### src/hdl/sirt_pkg.sv
// Shared types, constants and helper functions for the signed integer
// to radix text converter. No dependencies; imported by every module.
`default_nettype none

package sirt_pkg;

    // field and register widths
    localparam int CHAR_W        = 8;
    localparam int COUNT_W       = 6;
    localparam int DIGIT_W       = 4;
    localparam int RADIX_W       = 5;
    localparam int ALPHA_W       = 64;
    localparam int CFG_DATA_W    = 64;
    localparam int REG_INDEX_W   = 2;
    localparam int BITS_PER_STEP = 8;

    // fixed characters and limits
    localparam logic [CHAR_W-1:0]  MINUS_CHAR = 8'h2D;
    localparam logic [RADIX_W-1:0] RADIX_MIN  = 5'd2;
    localparam logic [RADIX_W-1:0] RADIX_MAX  = 5'd16;

    // register reset values
    localparam logic [RADIX_W-1:0] RADIX_RST    = 5'd10;
    localparam logic [ALPHA_W-1:0] ALPHA_LO_RST = 64'h3736353433323130;
    localparam logic [ALPHA_W-1:0] ALPHA_HI_RST = 64'h4645444342413938;

    // configuration register indexes
    typedef enum logic [REG_INDEX_W-1:0] {
        REG_RADIX    = 2'd0,
        REG_ALPHA_LO = 2'd1,
        REG_ALPHA_HI = 2'd2
    } reg_index_t;

    // divider control from the sequencer
    typedef struct packed {
        logic               start;
        logic [RADIX_W-1:0] radix;
    } div_ctl_t;

    // divider status back to the sequencer
    typedef struct packed {
        logic               busy;
        logic               done;
        logic [DIGIT_W-1:0] remainder;
    } div_stat_t;

    // clamp the radix register into 2..16
    function automatic logic [RADIX_W-1:0] effective_radix(input logic [RADIX_W-1:0] r);
        logic [RADIX_W-1:0] res;
        res = r;
        if (r < RADIX_MIN)
            res = RADIX_MIN;
        else if (r > RADIX_MAX)
            res = RADIX_MAX;
        return res;
    endfunction

    // map one digit through the 16-entry alphabet
    function automatic logic [CHAR_W-1:0] digit_char(
        input logic [ALPHA_W-1:0] lo,
        input logic [ALPHA_W-1:0] hi,
        input logic [DIGIT_W-1:0] d
    );
        logic [5:0] ofs;
        logic [CHAR_W-1:0] ch;
        ofs = {d[2:0], 3'b000};
        if (d[3])
            ch = hi[ofs +: CHAR_W];
        else
            ch = lo[ofs +: CHAR_W];
        return ch;
    endfunction

endpackage

`default_nettype wire

### src/hdl/sirt_front.sv
// Front end: takes input beats, splits sign and magnitude, and holds
// them in a two-entry queue for the back end. Depends on sirt_pkg.
`default_nettype none

module sirt_front #(
    parameter int VALUE_BITS = 32
) (
    input  wire logic                  clk,
    input  wire logic                  rst_n,
    input  wire logic                  in_valid,
    output logic                       in_ready,
    input  wire logic [VALUE_BITS-1:0] value,
    output logic                       q_valid,
    input  wire logic                  q_ready,
    output logic                       q_neg,
    output logic [VALUE_BITS-1:0]      q_mag
);
    import sirt_pkg::*;

    localparam int DEPTH = 2;

    logic                  ent_neg_reg [DEPTH];
    logic [VALUE_BITS-1:0] ent_mag_reg [DEPTH];
    logic                  wr_ptr_reg, wr_ptr_next;
    logic                  rd_ptr_reg, rd_ptr_next;
    logic [1:0]            count_reg, count_next;
    logic                  push, pop;
    logic                  in_neg;
    logic [VALUE_BITS-1:0] in_mag;

    // sign and full-width magnitude, most negative value fits unsigned
    assign in_neg = value[VALUE_BITS-1];
    assign in_mag = in_neg ? (~value + VALUE_BITS'(1)) : value;

    assign in_ready = (count_reg != 2'(DEPTH));
    assign q_valid  = (count_reg != 2'd0);
    assign push     = in_valid && in_ready;
    assign pop      = q_valid && q_ready;
    assign q_neg    = ent_neg_reg[rd_ptr_reg];
    assign q_mag    = ent_mag_reg[rd_ptr_reg];

    // queue pointers and fill count
    always_comb
    begin
        wr_ptr_next = push ? ~wr_ptr_reg : wr_ptr_reg;
        rd_ptr_next = pop ? ~rd_ptr_reg : rd_ptr_reg;
        count_next  = count_reg;
        if (push && !pop)
            count_next = count_reg + 2'd1;
        else if (pop && !push)
            count_next = count_reg - 2'd1;
    end

    always_ff @(posedge clk or negedge rst_n)
    begin
        if (!rst_n)
        begin
            wr_ptr_reg <= 1'b0;
            rd_ptr_reg <= 1'b0;
            count_reg  <= 2'd0;
        end
        else
        begin
            wr_ptr_reg <= wr_ptr_next;
            rd_ptr_reg <= rd_ptr_next;
            count_reg  <= count_next;
        end
    end

    // queue storage
    always_ff @(posedge clk)
    begin
        if (push)
        begin
            ent_neg_reg[wr_ptr_reg] <= in_neg;
            ent_mag_reg[wr_ptr_reg] <= in_mag;
        end
    end

endmodule

`default_nettype wire

### src/hdl/sirt_div.sv
// Iterative divider by a small radix: eight restoring steps per cycle,
// yields quotient and remainder digit. Depends on sirt_pkg.
`default_nettype none

module sirt_div #(
    parameter int VALUE_BITS = 32
) (
    input  wire logic                  clk,
    input  wire logic                  rst_n,
    input  wire sirt_pkg::div_ctl_t    ctl,
    input  wire logic [VALUE_BITS-1:0] dividend,
    output sirt_pkg::div_stat_t        stat,
    output logic [VALUE_BITS-1:0]      quotient
);
    import sirt_pkg::*;

    localparam int DIV_W  = ((VALUE_BITS + BITS_PER_STEP - 1) / BITS_PER_STEP) * BITS_PER_STEP;
    localparam int STEPS  = DIV_W / BITS_PER_STEP;
    localparam int STEP_W = (STEPS > 1) ? $clog2(STEPS) : 1;

    logic [DIV_W-1:0]   work_reg, work_next;
    logic [DIGIT_W-1:0] rem_reg, rem_next;
    logic [RADIX_W-1:0] radix_reg;
    logic [STEP_W-1:0]  cnt_reg;
    logic               busy_reg;
    logic               done_reg;
    logic               last_step;

    // eight shift-subtract steps on the top bits of the work word
    always_comb
    begin
        logic [RADIX_W-1:0] trial;
        logic               ge;
        work_next = work_reg;
        rem_next  = rem_reg;
        for (int i = 0; i < BITS_PER_STEP; i++)
        begin
            trial     = {rem_next, work_next[DIV_W-1]};
            ge        = (trial >= radix_reg);
            rem_next  = ge ? DIGIT_W'(trial - radix_reg) : DIGIT_W'(trial);
            work_next = {work_next[DIV_W-2:0], ge};
        end
    end

    assign last_step = (cnt_reg == STEP_W'(STEPS - 1));

    always_ff @(posedge clk or negedge rst_n)
    begin
        if (!rst_n)
        begin
            work_reg  <= '0;
            rem_reg   <= '0;
            radix_reg <= RADIX_MIN;
            cnt_reg   <= '0;
            busy_reg  <= 1'b0;
            done_reg  <= 1'b0;
        end
        else
        begin
            done_reg <= 1'b0;
            if (ctl.start)
            begin
                work_reg  <= DIV_W'(dividend);
                rem_reg   <= '0;
                radix_reg <= ctl.radix;
                cnt_reg   <= '0;
                busy_reg  <= 1'b1;
            end
            else if (busy_reg)
            begin
                work_reg <= work_next;
                rem_reg  <= rem_next;
                cnt_reg  <= cnt_reg + STEP_W'(1);
                if (last_step)
                begin
                    busy_reg <= 1'b0;
                    done_reg <= 1'b1;
                end
            end
        end
    end

    assign stat.busy      = busy_reg;
    assign stat.done      = done_reg;
    assign stat.remainder = rem_reg;
    assign quotient       = work_reg[VALUE_BITS-1:0];

endmodule

`default_nettype wire

### src/hdl/sirt_back.sv
// Back end: drives the divider, stacks the digits, then pops them out
// through the alphabet with a leading minus sign. Depends on sirt_pkg.
`default_nettype none

module sirt_back #(
    parameter int VALUE_BITS = 32,
    parameter int MAX_DIGITS = 32
) (
    input  wire logic                             clk,
    input  wire logic                             rst_n,
    input  wire logic                             q_valid,
    output logic                                  q_ready,
    input  wire logic                             q_neg,
    input  wire logic [VALUE_BITS-1:0]            q_mag,
    input  wire logic [sirt_pkg::RADIX_W-1:0]     radix_eff,
    input  wire logic [sirt_pkg::ALPHA_W-1:0]     alpha_lo,
    input  wire logic [sirt_pkg::ALPHA_W-1:0]     alpha_hi,
    output sirt_pkg::div_ctl_t                    div_ctl,
    output logic [VALUE_BITS-1:0]                 div_dividend,
    input  wire sirt_pkg::div_stat_t              div_stat,
    input  wire logic [VALUE_BITS-1:0]            div_quot,
    output logic                                  out_valid,
    input  wire logic                             out_ready,
    output logic [sirt_pkg::CHAR_W-1:0]           character,
    output logic                                  last,
    output logic [sirt_pkg::COUNT_W-1:0]          char_count
);
    import sirt_pkg::*;

    localparam int CNT_W = $clog2(MAX_DIGITS + 1);
    localparam int IDX_W = $clog2(MAX_DIGITS);

    typedef enum logic [1:0] {
        ST_IDLE,
        ST_DIV,
        ST_READ,
        ST_LOAD
    } state_t;

    state_t             state_reg;
    logic               neg_reg;
    logic               sign_pend_reg;
    logic [CNT_W-1:0]   n_reg;
    logic [CNT_W-1:0]   ptr_reg;
    logic               out_valid_reg;
    logic [CHAR_W-1:0]  char_reg;
    logic               last_reg;
    logic [COUNT_W-1:0] count_reg;

    logic [DIGIT_W-1:0] digit_stack [MAX_DIGITS];
    logic [DIGIT_W-1:0] rd_data_reg;

    logic [CNT_W-1:0]   n_inc;
    logic [CNT_W-1:0]   ptr_m1;
    logic [CNT_W:0]     total_full;
    logic               more;
    logic               slot_free;
    logic               ptr_last;
    logic               digit_done;
    logic               sign_fire;
    logic               load_fire;

    assign n_inc      = n_reg + CNT_W'(1);
    assign ptr_m1     = ptr_reg - CNT_W'(1);
    assign total_full = {1'b0, n_reg} + (CNT_W + 1)'(neg_reg);
    assign digit_done = (state_reg == ST_DIV) && div_stat.done;
    assign more       = (div_quot != '0) && (n_inc < CNT_W'(MAX_DIGITS));
    assign slot_free  = !out_valid_reg || out_ready;
    assign ptr_last   = (ptr_reg == CNT_W'(1));

    // minus sign goes out as soon as the output slot is free, digits after it
    assign sign_fire  = sign_pend_reg && slot_free && (state_reg != ST_IDLE);
    assign load_fire  = (state_reg == ST_LOAD) && slot_free && !sign_pend_reg;

    // divider hookup: first digit from the queue, later ones from the quotient
    assign q_ready       = (state_reg == ST_IDLE);
    assign div_ctl.start = ((state_reg == ST_IDLE) && q_valid) || (digit_done && more);
    assign div_ctl.radix = radix_eff;
    assign div_dividend  = (state_reg == ST_IDLE) ? q_mag : div_quot;

    // digit stack write
    always_ff @(posedge clk)
    begin
        if (digit_done)
            digit_stack[n_reg[IDX_W-1:0]] <= div_stat.remainder;
    end

    // digit stack registered read
    always_ff @(posedge clk)
    begin
        rd_data_reg <= digit_stack[ptr_m1[IDX_W-1:0]];
    end

    // sequencer and output register
    always_ff @(posedge clk or negedge rst_n)
    begin
        if (!rst_n)
        begin
            state_reg     <= ST_IDLE;
            neg_reg       <= 1'b0;
            sign_pend_reg <= 1'b0;
            n_reg         <= '0;
            ptr_reg       <= '0;
            out_valid_reg <= 1'b0;
            char_reg      <= '0;
            last_reg      <= 1'b0;
            count_reg     <= '0;
        end
        else
        begin
            // output beat loads on a sign or digit, clears once taken
            if (sign_fire || load_fire)
                out_valid_reg <= 1'b1;
            else if (out_ready)
                out_valid_reg <= 1'b0;

            unique case (state_reg)
                ST_IDLE:
                begin
                    if (q_valid)
                    begin
                        neg_reg       <= q_neg;
                        sign_pend_reg <= q_neg;
                        n_reg         <= '0;
                        state_reg     <= ST_DIV;
                    end
                end
                ST_DIV:
                begin
                    if (div_stat.done)
                    begin
                        n_reg <= n_inc;
                        if (!more)
                        begin
                            ptr_reg   <= n_inc;
                            state_reg <= ST_READ;
                        end
                    end
                end
                ST_READ:
                begin
                    state_reg <= ST_LOAD;
                end
                ST_LOAD:
                begin
                    if (load_fire)
                    begin
                        char_reg      <= digit_char(alpha_lo, alpha_hi, rd_data_reg);
                        last_reg      <= ptr_last;
                        count_reg     <= ptr_last ? COUNT_W'(total_full) : '0;
                        ptr_reg       <= ptr_m1;
                        state_reg     <= ptr_last ? ST_IDLE : ST_READ;
                    end
                end
                default:
                begin
                    state_reg <= ST_IDLE;
                end
            endcase

            // minus sign beat
            if (sign_fire)
            begin
                char_reg      <= MINUS_CHAR;
                last_reg      <= 1'b0;
                count_reg     <= '0;
                sign_pend_reg <= 1'b0;
            end
        end
    end

    assign out_valid  = out_valid_reg;
    assign character  = char_reg;
    assign last       = last_reg;
    assign char_count = count_reg;

endmodule

`default_nettype wire

### src/hdl/signed_integer_to_radix_text_top.sv
// Top level of the signed integer to radix text converter: configuration
// registers, front end with queue, divider and back end. Depends on sirt_pkg.
//
// Usage:
//   Input channel (in_valid/in_ready/value) takes one signed value per beat.
//   Output channel (out_valid/out_ready/character/last/char_count) gives one
//   ASCII character per beat, most significant digit first, with a minus
//   sign ahead of negative values. last marks the final beat of a value and
//   char_count then holds the number of characters, sign included.
//   Configuration: wr_en/wr_index/wr_data write radix (0), alphabet_low (1)
//   and alphabet_high (2); write only while the block is idle.
// Timing:
//   The divider yields eight quotient bits per cycle and one remainder digit
//   per division, restarted on the quotient until it reaches zero or the stack
//   is full; each character then passes through the registered digit stack
//   read (ST_READ, then ST_LOAD).
//   A two-entry queue takes new values while the back end works.
// Reset clears the queue, the sequencer and the output register, and loads
// radix 10 and the alphabet "0123456789ABCDEF". No clearing pass is needed.
// A stalled receiver holds the current beat; the back end waits, and input
// beats are taken until the queue is full.
`default_nettype none

module signed_integer_to_radix_text_top #(
    parameter int VALUE_BITS = 32,
    parameter int MAX_DIGITS = 32
) (
    input  wire logic                                  clk,
    input  wire logic                                  rst_n,
    input  wire logic                                  in_valid,
    output logic                                       in_ready,
    input  wire logic [VALUE_BITS-1:0]                 value,
    output logic                                       out_valid,
    input  wire logic                                  out_ready,
    output logic [sirt_pkg::CHAR_W-1:0]                character,
    output logic                                       last,
    output logic [sirt_pkg::COUNT_W-1:0]               char_count,
    input  wire logic                                  wr_en,
    input  wire logic [sirt_pkg::REG_INDEX_W-1:0]      wr_index,
    input  wire logic [sirt_pkg::CFG_DATA_W-1:0]       wr_data
);
    import sirt_pkg::*;

    logic [RADIX_W-1:0]    radix_reg;
    logic [ALPHA_W-1:0]    alpha_lo_reg;
    logic [ALPHA_W-1:0]    alpha_hi_reg;
    logic [RADIX_W-1:0]    radix_eff;

    logic                  q_valid;
    logic                  q_ready;
    logic                  q_neg;
    logic [VALUE_BITS-1:0] q_mag;

    div_ctl_t              div_ctl;
    div_stat_t             div_stat;
    logic [VALUE_BITS-1:0] div_dividend;
    logic [VALUE_BITS-1:0] div_quot;

    // configuration registers
    always_ff @(posedge clk or negedge rst_n)
    begin
        if (!rst_n)
        begin
            radix_reg    <= RADIX_RST;
            alpha_lo_reg <= ALPHA_LO_RST;
            alpha_hi_reg <= ALPHA_HI_RST;
        end
        else if (wr_en)
        begin
            unique case (wr_index)
                REG_RADIX:    radix_reg    <= wr_data[RADIX_W-1:0];
                REG_ALPHA_LO: alpha_lo_reg <= wr_data[ALPHA_W-1:0];
                REG_ALPHA_HI: alpha_hi_reg <= wr_data[ALPHA_W-1:0];
                default:      ;
            endcase
        end
    end

    assign radix_eff = effective_radix(radix_reg);

    // sign split and queue
    sirt_front #(
        .VALUE_BITS (VALUE_BITS)
    ) u_front (
        .clk      (clk),
        .rst_n    (rst_n),
        .in_valid (in_valid),
        .in_ready (in_ready),
        .value    (value),
        .q_valid  (q_valid),
        .q_ready  (q_ready),
        .q_neg    (q_neg),
        .q_mag    (q_mag)
    );

    // radix divider
    sirt_div #(
        .VALUE_BITS (VALUE_BITS)
    ) u_div (
        .clk      (clk),
        .rst_n    (rst_n),
        .ctl      (div_ctl),
        .dividend (div_dividend),
        .stat     (div_stat),
        .quotient (div_quot)
    );

    // digit stack and character output
    sirt_back #(
        .VALUE_BITS (VALUE_BITS),
        .MAX_DIGITS (MAX_DIGITS)
    ) u_back (
        .clk          (clk),
        .rst_n        (rst_n),
        .q_valid      (q_valid),
        .q_ready      (q_ready),
        .q_neg        (q_neg),
        .q_mag        (q_mag),
        .radix_eff    (radix_eff),
        .alpha_lo     (alpha_lo_reg),
        .alpha_hi     (alpha_hi_reg),
        .div_ctl      (div_ctl),
        .div_dividend (div_dividend),
        .div_stat     (div_stat),
        .div_quot     (div_quot),
        .out_valid    (out_valid),
        .out_ready    (out_ready),
        .character    (character),
        .last         (last),
        .char_count   (char_count)
    );

`ifndef SYNTHESIS
    // count only rides on the final beat of a value
    a_count_on_last: assert property (@(posedge clk) disable iff (!rst_n)
        (out_valid && !last) |-> (char_count == '0))
        else $error("char_count nonzero on a beat that is not last");

    // the divider is never restarted while it is still working
    a_no_start_busy: assert property (@(posedge clk) disable iff (!rst_n)
        div_ctl.start |-> !div_stat.busy)
        else $error("divider started while busy");

    // a digit completes in a single-cycle pulse
    a_done_pulse: assert property (@(posedge clk) disable iff (!rst_n)
        div_stat.done |=> !div_stat.done)
        else $error("divider done held for more than one cycle");
`endif

endmodule

`default_nettype wire

### config.mk
export PLATFORM = sky130hd
export DESIGN_NAME = signed_integer_to_radix_text_top
export DESIGN_NICKNAME = d
export VERILOG_FILES = /design/src/hdl/sirt_pkg.sv /design/src/hdl/sirt_front.sv /design/src/hdl/sirt_div.sv /design/src/hdl/sirt_back.sv /design/src/hdl/signed_integer_to_radix_text_top.sv
export SDC_FILE = /design/constraint.sdc
export NUM_CORES = 1
export LEC_CHECK = 0
export ABC_CLOCK_PERIOD_IN_PS = 14480
export BUFFER_PORTS_ARGS = -buffer_cell sky130_fd_sc_hd__buf_2
export CORE_UTILIZATION = 61
export DETAILED_ROUTE_END_ITERATION = 12
export PLACE_DENSITY = 0.8
export SYNTH_ARGS = -nofsm -noshare
export SYNTH_HDL_FRONTEND = slang
export SYNTH_SLANG_ARGS = --single-unit
### constraint.sdc
create_clock -name clk -period 14.48 [get_ports clk]
set_clock_uncertainty 0.05 [all_clocks]
set_input_delay 0.724 -clock clk [delete_from_list [all_inputs] [get_ports clk]]
set_output_delay 0.724 -clock clk [all_outputs]
set_load 0.01 [all_outputs]
=== Word-level counts from Yosys, hierarchy flattened ===
Memories as Yosys holds them, arrays and structs flattened. A register that Yosys moved wholly into a read port is not among the register bits.
Index checks and enable logic that the tools add are counted.

* Register bits after elaboration: 214
* Bits in latches: 0
* Bits in writable memories: 194
* Bits in read-only memories: 0
* Input bits: 103
* Memories kept: 3

* Add/sub/neg operators: 15
* Multiply operators: 0
* Div/mod/pow operators: 0
* Order comparisons: 11
* Equality and inequality tests: 13
* Shift-type cells: 2
* Muxes and demuxes: 59
* Bitwise gates (word level): 3
* Reductions and logical operators: 42

{| class="wikitable"
|+ Memories
! name !! depth !! width !! rd ports !! clocked after memory_dff !! wr ports !! RTL line !! source
|-
| u_back.digit_stack || 32 || 4 || 1 || 1 || 1 || sirt_back.sv:50 || <nowiki>logic [DIGIT_W-1:0] digit_stack [MAX_DIGITS];</nowiki>
|-
| u_front.ent_mag_reg || 2 || 32 || 1 || 0 || 1 || sirt_front.sv:23 || <nowiki>logic [VALUE_BITS-1:0] ent_mag_reg [DEPTH];</nowiki>
|-
| u_front.ent_neg_reg || 2 || 1 || 1 || 0 || 1 || sirt_front.sv:22 || <nowiki>logic ent_neg_reg [DEPTH];</nowiki>
|}

{| class="wikitable"
|+ Operator list
! kind !! number
|-
| 32-bit 2-to-1 mux || 4
|-
| 64-bit by 7-bit indexed part select with 8-bit output || 2
|-
| 6-bit 2-to-1 mux || 9
|-
| 5-bit >= comparator || 8
|-
| 4-bit 2-to-1 mux || 10
|-
| 32-bit by 1-bit adder with 32-bit output, second input constant || 1
|-
| 8-bit 2-to-1 mux || 4
|-
| 32-bit NOT || 1
|-
| 32-bit nonzero test || 1
|-
| 4-bit subtractor || 8
|-
| 6-bit one-hot mux with 2 select lines || 2
|-
| 2-bit nonzero test || 11
|-
| 1-bit 2-to-1 mux || 18
|-
| 2-bit 2-to-1 mux || 9
|-
| 2-bit AND reduction || 7
|-
| 1-bit logical AND || 11
|-
| 5-bit 2-to-1 mux || 2
|-
| 2-bit == test, second input constant || 4
|-
| 2-bit != test, second input constant || 4
|-
| 2-bit one-hot mux with 4 select lines || 1
|-
| 4-bit AND reduction || 2
|-
| 6-bit by 1-bit adder with 6-bit output || 1
|-
| 6-bit by 1-bit adder with 6-bit output, second input constant || 1
|-
| 6-bit by 1-bit == test with 1-bit output, second input constant || 1
|-
| other kinds (13) || 23
|}

=== Depth between registers and ports, before layout ===
* Word-level depth: 18
* Depth in mapped cells: 45
* Depth with buffers taken out: 45

=== Hierarchy ===
From an unflattened synthesis, not the netlist that was laid out.

* Cell total of the unflattened synthesis: 1,448
* Area total of the unflattened synthesis: 20,877.5 µm²

{| class="wikitable"
|+ By module, submodules not included
! module !! times used !! cells an instance !! area each (µm²) !! seq. area each (µm²)
|-
| sirt_back || 1 || 524 || 8,344.3 || 4,724.5
|-
| signed_integer_to_radix_text_top || 1 || 290 || 5,561.6 || 3,393.3
|-
| sirt_div || 1 || 416 || 3,722.3 || 1,127.3
|-
| sirt_front || 1 || 218 || 3,249.4 || 2,082.0
|}

=== Least setup slack after synthesis ===
No wires, ideal clock.

* Path type: flip-flop to flip-flop
* From: register u_div.radix_reg[1]
* To: register u_div.rem_reg[2]
* Library setup time: 0.118 ns
* Data arrival time: 10.015 ns
* Data required time: 14.312 ns
* Setup slack: 4.297 ns
* Cell stages (with the launch flop): 43
* Period minus slack after synthesis: 10.183 ns
* Cell sequence: dfstp_2 -> inv_1 -> ha_1 -> and2_1 -> a21oi_1 -> o21ai_1 -> mux2_2 -> ha_1 -> nand2_1 -> o21a_1 -> o21ai_1 -> mux2_2 -> ha_1 -> nand2_1 -> o21ai_1 -> mux2_2 -> ha_1 -> nand2_1 -> [7 not listed] -> ha_1 -> nand2_1 -> o21ai_0 -> and4_1 -> or3b_2 -> inv_1 -> ha_1 -> a21o_1 -> a31oi_1 -> o21ai_1 -> mux2i_1 -> ha_1 -> a21o_1 -> a31oi_1 -> o21ai_0 -> nand3_1 -> a21oi_1 -> a21o_1

* Cells in the longest elaborated chain, start to end: 18
* Elaborated cells on any way between the ends: 26

{| class="wikitable"
|+ Ends and longest elaborated chain
! item !! RTL line !! source
|-
| start: declaration || sirt_div.sv:23 || <nowiki>logic [RADIX_W-1:0] radix_reg;</nowiki>
|-
| start signal: assignment || sirt_div.sv:65 || <nowiki>radix_reg <= ctl.radix;</nowiki>
|-
| 4-bit subtractor or 5-bit >= comparator (tied branches) || sirt_div.sv:40, sirt_div.sv:39 ||
|-
| 4-bit 2-to-1 mux || sirt_div.sv:40 || <nowiki>rem_next = ge ? DIGIT_W'(trial - radix_reg) : DIGIT_W'(trial);</nowiki>
|-
| 4-bit subtractor or 5-bit >= comparator (tied branches) || sirt_div.sv:40, sirt_div.sv:39 ||
|-
| 4-bit 2-to-1 mux || sirt_div.sv:40 ||
|-
| 4-bit subtractor or 5-bit >= comparator (tied branches) || sirt_div.sv:40, sirt_div.sv:39 ||
|-
| 4-bit 2-to-1 mux || sirt_div.sv:40 ||
|-
| 5-bit >= comparator or 4-bit subtractor (tied branches) || sirt_div.sv:39, sirt_div.sv:40 ||
|-
| 4-bit 2-to-1 mux || sirt_div.sv:40 ||
|-
| [2 not listed] || - ||
|-
| 4-bit subtractor or 5-bit >= comparator (tied branches) || sirt_div.sv:40, sirt_div.sv:39 ||
|-
| 4-bit 2-to-1 mux || sirt_div.sv:40 ||
|-
| 5-bit >= comparator or 4-bit subtractor (tied branches) || sirt_div.sv:39, sirt_div.sv:40 ||
|-
| 4-bit 2-to-1 mux || sirt_div.sv:40 ||
|-
| 4-bit subtractor or 5-bit >= comparator (tied branches) || sirt_div.sv:40, sirt_div.sv:39 ||
|-
| 4-bit 2-to-1 mux * || sirt_div.sv:40 ||
|-
| 4-bit 2-to-1 mux * || sirt_div.sv:69 || <nowiki>else if (busy_reg)</nowiki>
|-
| 4-bit 2-to-1 mux * || sirt_div.sv:61 || <nowiki>if (ctl.start)</nowiki>
|-
| end signal: assignment || sirt_div.sv:72 || <nowiki>rem_reg <= rem_next;</nowiki>
|-
| end: declaration || sirt_div.sv:22 || <nowiki>logic [DIGIT_W-1:0] rem_reg, rem_next;</nowiki>
|}

Every way passes the cells marked *; elsewhere a longest branch is shown, timed or not. The select of a mux whose other input is x is not followed.
A chain may end at the register's enable or synchronous reset.

=== Worst setup path after layout ===
Ends and elaborated chain as after synthesis.

==> results.rst <==
.. list-table::
   :header-rows: 1

   * - Metric
     - Value
   * - Peak fanout along the critical path
     - 10
   * - Hold violation total from the final report
     - 0
   * - Async S/R FF share, synth
     - 51.94%
   * - Seq/Total Area, Yosys
     - around 57%
   * - Startpoint-to-endpoint class of the critical path
     - flip-flop to flip-flop
   * - DIE HEIGHT
     - between 150 and 200 um
   * - Non-filler cells in the finished layout
     - slightly below 2000
   * - Clock root buffer master
     - sky130_fd_sc_hd__clkbuf_16
   * - Simple-gate portion of the synthesized area
     - 7.158%
   * - Total number of vias
     - ~12000
   * - Number of vias per cell
     - 6.275
   * - Critical path's most frequent cell
     - sky130_fd_sc_hd__ha_1
   * - Kind of capture point of the worst setup path
     - flip-flop
   * - Met3 WL post-DR
     - between 2000 and 2500 um
   * - Slew @ Worst Pin
     - between 1 and 1.5 ns
   * - Setup violation total in the final timing report
     - 0
   * - Fraction of layout cells with a size suffix above 1
     - between 30% and 40%
   * - Floorplan Core Area
     - roughly 32000 um^2
   * - Share of the cycle needed by the critical path after routing
     - ~80%
   * - Iteration-0 DRC count of the detailed router
     - 1027
   * - Count of yosys warnings during synthesis
     - 0
   * - Total routed wire length on the met1 layer
     - between 15000 and 20000 um
   * - Total length of routed wires
     - ~43000 um
   * - Number of placed instances, taps included
     - between 1500 and 2000
   * - Top cell type by total area after synthesis
     - sky130_fd_sc_hd__edfxtp_1
   * - Max Buffers Root-to-Sink
     - 3
   * - Compound-gate portion of the synthesized area
     - between 7 and 8%
   * - Placement Rows
     - 65
   * - Netlist area before placement
     - approximately 20000 um^2
   * - Antenna violations before repair
     - 1
   * - Maximum level of the CTS H-tree
     - 2
   * - Slowest library cell on the worst path
     - sky130_fd_sc_hd__dfstp_2
   * - Number of buffers created by CTS
     - between 40 and 50
   * - Final core occ
     - between 60% and 70%
   * - Gr usage total
     - a little over a quarter
   * - Dominant cells by area after synthesis
     - sky130_fd_sc_hd__edfxtp_1, sky130_fd_sc_hd__dfrtp_1, sky130_fd_sc_hd__mux2_2, sky130_fd_sc_hd__dfstp_2, sky130_fd_sc_hd__mux4_2
   * - Post-synthesis adder-cell area fraction
     - about 4.0%
   * - Clock tree from TritonCTS
     - yes
   * - Number of max-slew violations in the final report
     - 0
   * - Max-cap viol count
     - 0
   * - Area Growth Syn to Fin
     - 11.37%
   * - Combinational family with the most area after synthesis
     - multiplexers
   * - Multiplexer share of the synthesized area
     - 19.04%
   * - RD Place Congestion
     - 0.8324
   * - NumNets Final
     - approximately 1700
   * - Maximum number of pins on one net before global-route repair
     - between 80 and 90
   * - Iteration count of the initial detailed-routing pass
     - 5
   * - Result of the run
     - finished, final reports clean
   * - Worst Path Arrival
     - around 12 ns
   * - Time the worst path needs with I/O delays and setup
     - roughly 12 ns
   * - Horizontal die dimension
     - 182.2 um
   * - RSZ-0062 raised after global routing
     - false
   * - Clock tree sinks
     - roughly 410
   * - Most frequent cell after synthesis
     - sky130_fd_sc_hd__edfxtp_1
   * - Number of buffers inserted for hold repair after clock tree synthesis
     - 0
   * - Number of placed I/O pins
     - 120
   * - Mapped Nets
     - around 1600
   * - Post-route DRC
     - 0
   * - Area share of xor/xnor cells in the synthesized design
     - under 10%
   * - Clock latency on the worst-skew pair
     - between 0.5 and 0.6 ns
   * - Initial core utilization
     - 62.44%
   * - Congestion Overflow GR
     - 0
   * - Highest layer used for signal routing
     - met5
   * - Max Clk Rate
     - slightly below 0.09 GHz
   * - Synthesized area divided by synthesized cell count
     - between 10 and 15 um^2
   * - Required time at the worst-slack endpoint
     - around 15 ns
   * - Clock-pin slew on the worst setup and hold paths
     - 0.06 ns
   * - Most common library cells after synthesis
     - sky130_fd_sc_hd__edfxtp_1, sky130_fd_sc_hd__dfrtp_1, sky130_fd_sc_hd__mux2_2
   * - Buffers inserted by post-CTS timing repair
     - 0
   * - Die Outline Area
     - between 30000 and 40000 um^2
   * - WL/cell
     - around 22 um
   * - Post-synth top flop
     - sky130_fd_sc_hd__edfxtp_1
   * - Wire length on met2
     - ~21000 um
   * - Number of buffer cells added on primary ports
     - 119
   * - Synth unique cells
     - 72
   * - CP peak stage delay
     - ~0.71 ns
   * - Portion of synthesized cell area occupied by the leading cell type
     - 29.41%
   * - Number of filler instances in the final layout
     - 2112
   * - Number of global-route vias before repair
     - 12390
   * - Total negative setup slack
     - 0 ns
   * - Number of enable flip-flop cells after synthesis
     - 194
   * - Number of instances in the synthesized netlist
     - ~1400
   * - Resize count post-CTS
     - 0
   * - Nature of the critical path startpoint
     - flip-flop
   * - Detail Placement HPWL
     - 28420 um
   * - Antenna Violating Nets Remaining
     - 0
   * - Antenna fix cells
     - 0
   * - Number of synthesized register bits
     - 412
   * - Tightest Hold Check Type
     - primary input to async pin
   * - First-pass GRT wire length
     - between 60000 and 70000 um
   * - Worst-case headroom to the max-slew limit
     - 21.06%
   * - Number of flip-flops in the largest register
     - 128
## worst max-delay path: cells and delay by family, from the launching register on
family	cells	cell delay, ns
adder cells (fa/ha/maj)	8	2.48
AND/OR/NAND/NOR	8	1.36
multiplexers	6	2.32
AO/OA/AOI/OAI	17	4.10
flip-flops	1	0.71
buffers and inverters	3	0.45
## stage by stage
step	hold slack [ns]	area, um^2	setup slack (ns)
final	0.1519	22060	2.918
after global routing	0.1825	22060	2.042
after CTS	0.1665	22060	3.033
after detailed placement	0.4215	20710	3.057
after global placement	0.4122	20710	3.479
after floorplan	0.3784	19810	4.297
## cells in the final DEF (no fill, tap or decap), types with 16 or more instances in the layout
cell type and n:
sky130_fd_sc_hd__a211oi_1 32, sky130_fd_sc_hd__a21oi_1 34, sky130_fd_sc_hd__buf_2 118, sky130_fd_sc_hd__buf_4 16
sky130_fd_sc_hd__clkbuf_16 43, sky130_fd_sc_hd__dfrtp_1 159, sky130_fd_sc_hd__dfstp_2 53, sky130_fd_sc_hd__edfxtp_1 194
sky130_fd_sc_hd__ha_1 51, sky130_fd_sc_hd__inv_1 39, sky130_fd_sc_hd__mux2_2 152, sky130_fd_sc_hd__mux4_1 25
sky130_fd_sc_hd__mux4_2 55, sky130_fd_sc_hd__nand2_1 98, sky130_fd_sc_hd__nor2_1 80, sky130_fd_sc_hd__nor2b_1 37
sky130_fd_sc_hd__o21ai_0 33, sky130_fd_sc_hd__o31ai_1 40, sky130_fd_sc_hd__xnor2_1 50
## final timing paths
check                                        start  cells after the start  slack, ns            endpoint
worst max-delay path            u_div.radix_reg[1]                     42       2.92    u_div.rem_reg[2]
min in group clk                        wr_data[7]                      2       0.39     alpha_hi_reg[7]
worst min register to register         u_back.last                      2       0.43         u_back.last
worst min-delay path                         rst_n                      1       0.15    alpha_hi_reg[14]
worst max register to register  u_div.radix_reg[1]                     42       2.92    u_div.rem_reg[2]
max in group asynchronous                    rst_n                      2      12.74  u_front.wr_ptr_reg
## kinds of logic after synthesis
| logic type | Yosys count |
|---|---|
| flip-flops | 412 |
| AND/OR/NAND/NOR | 293 |
| multiplexers | 248 |
| AO/OA/AOI/OAI | 213 |
| buffers and inverters | 107 |
| XOR/XNOR | 60 |
| adder cells (fa/ha/maj) | 59 |
## layout make-up
type                    count  area (um^2)  share of cell area (%)
multi-input cells         873         8005                   36.29
flip-flops and latches    412        11330                   51.37
repair buffers            135        724.4                   3.284
clock inverters            11        108.9                  0.4935
clock buffers              64         1235                   5.599
well taps                 402        503.0                   2.280
inverters                  40        150.1                  0.6807
## routing by layer
layer  GRT usage, %  vias to the layer above
met5              0                        -
met4          7.092                        2
met1          36.48                     6167
li1               -                     5513
met2          43.51                      397
met3          3.891                       76
Power is left out: the tool's default activity adds up to more than one toggle a clock period on the data nets, which glitch-free logic cannot reach.
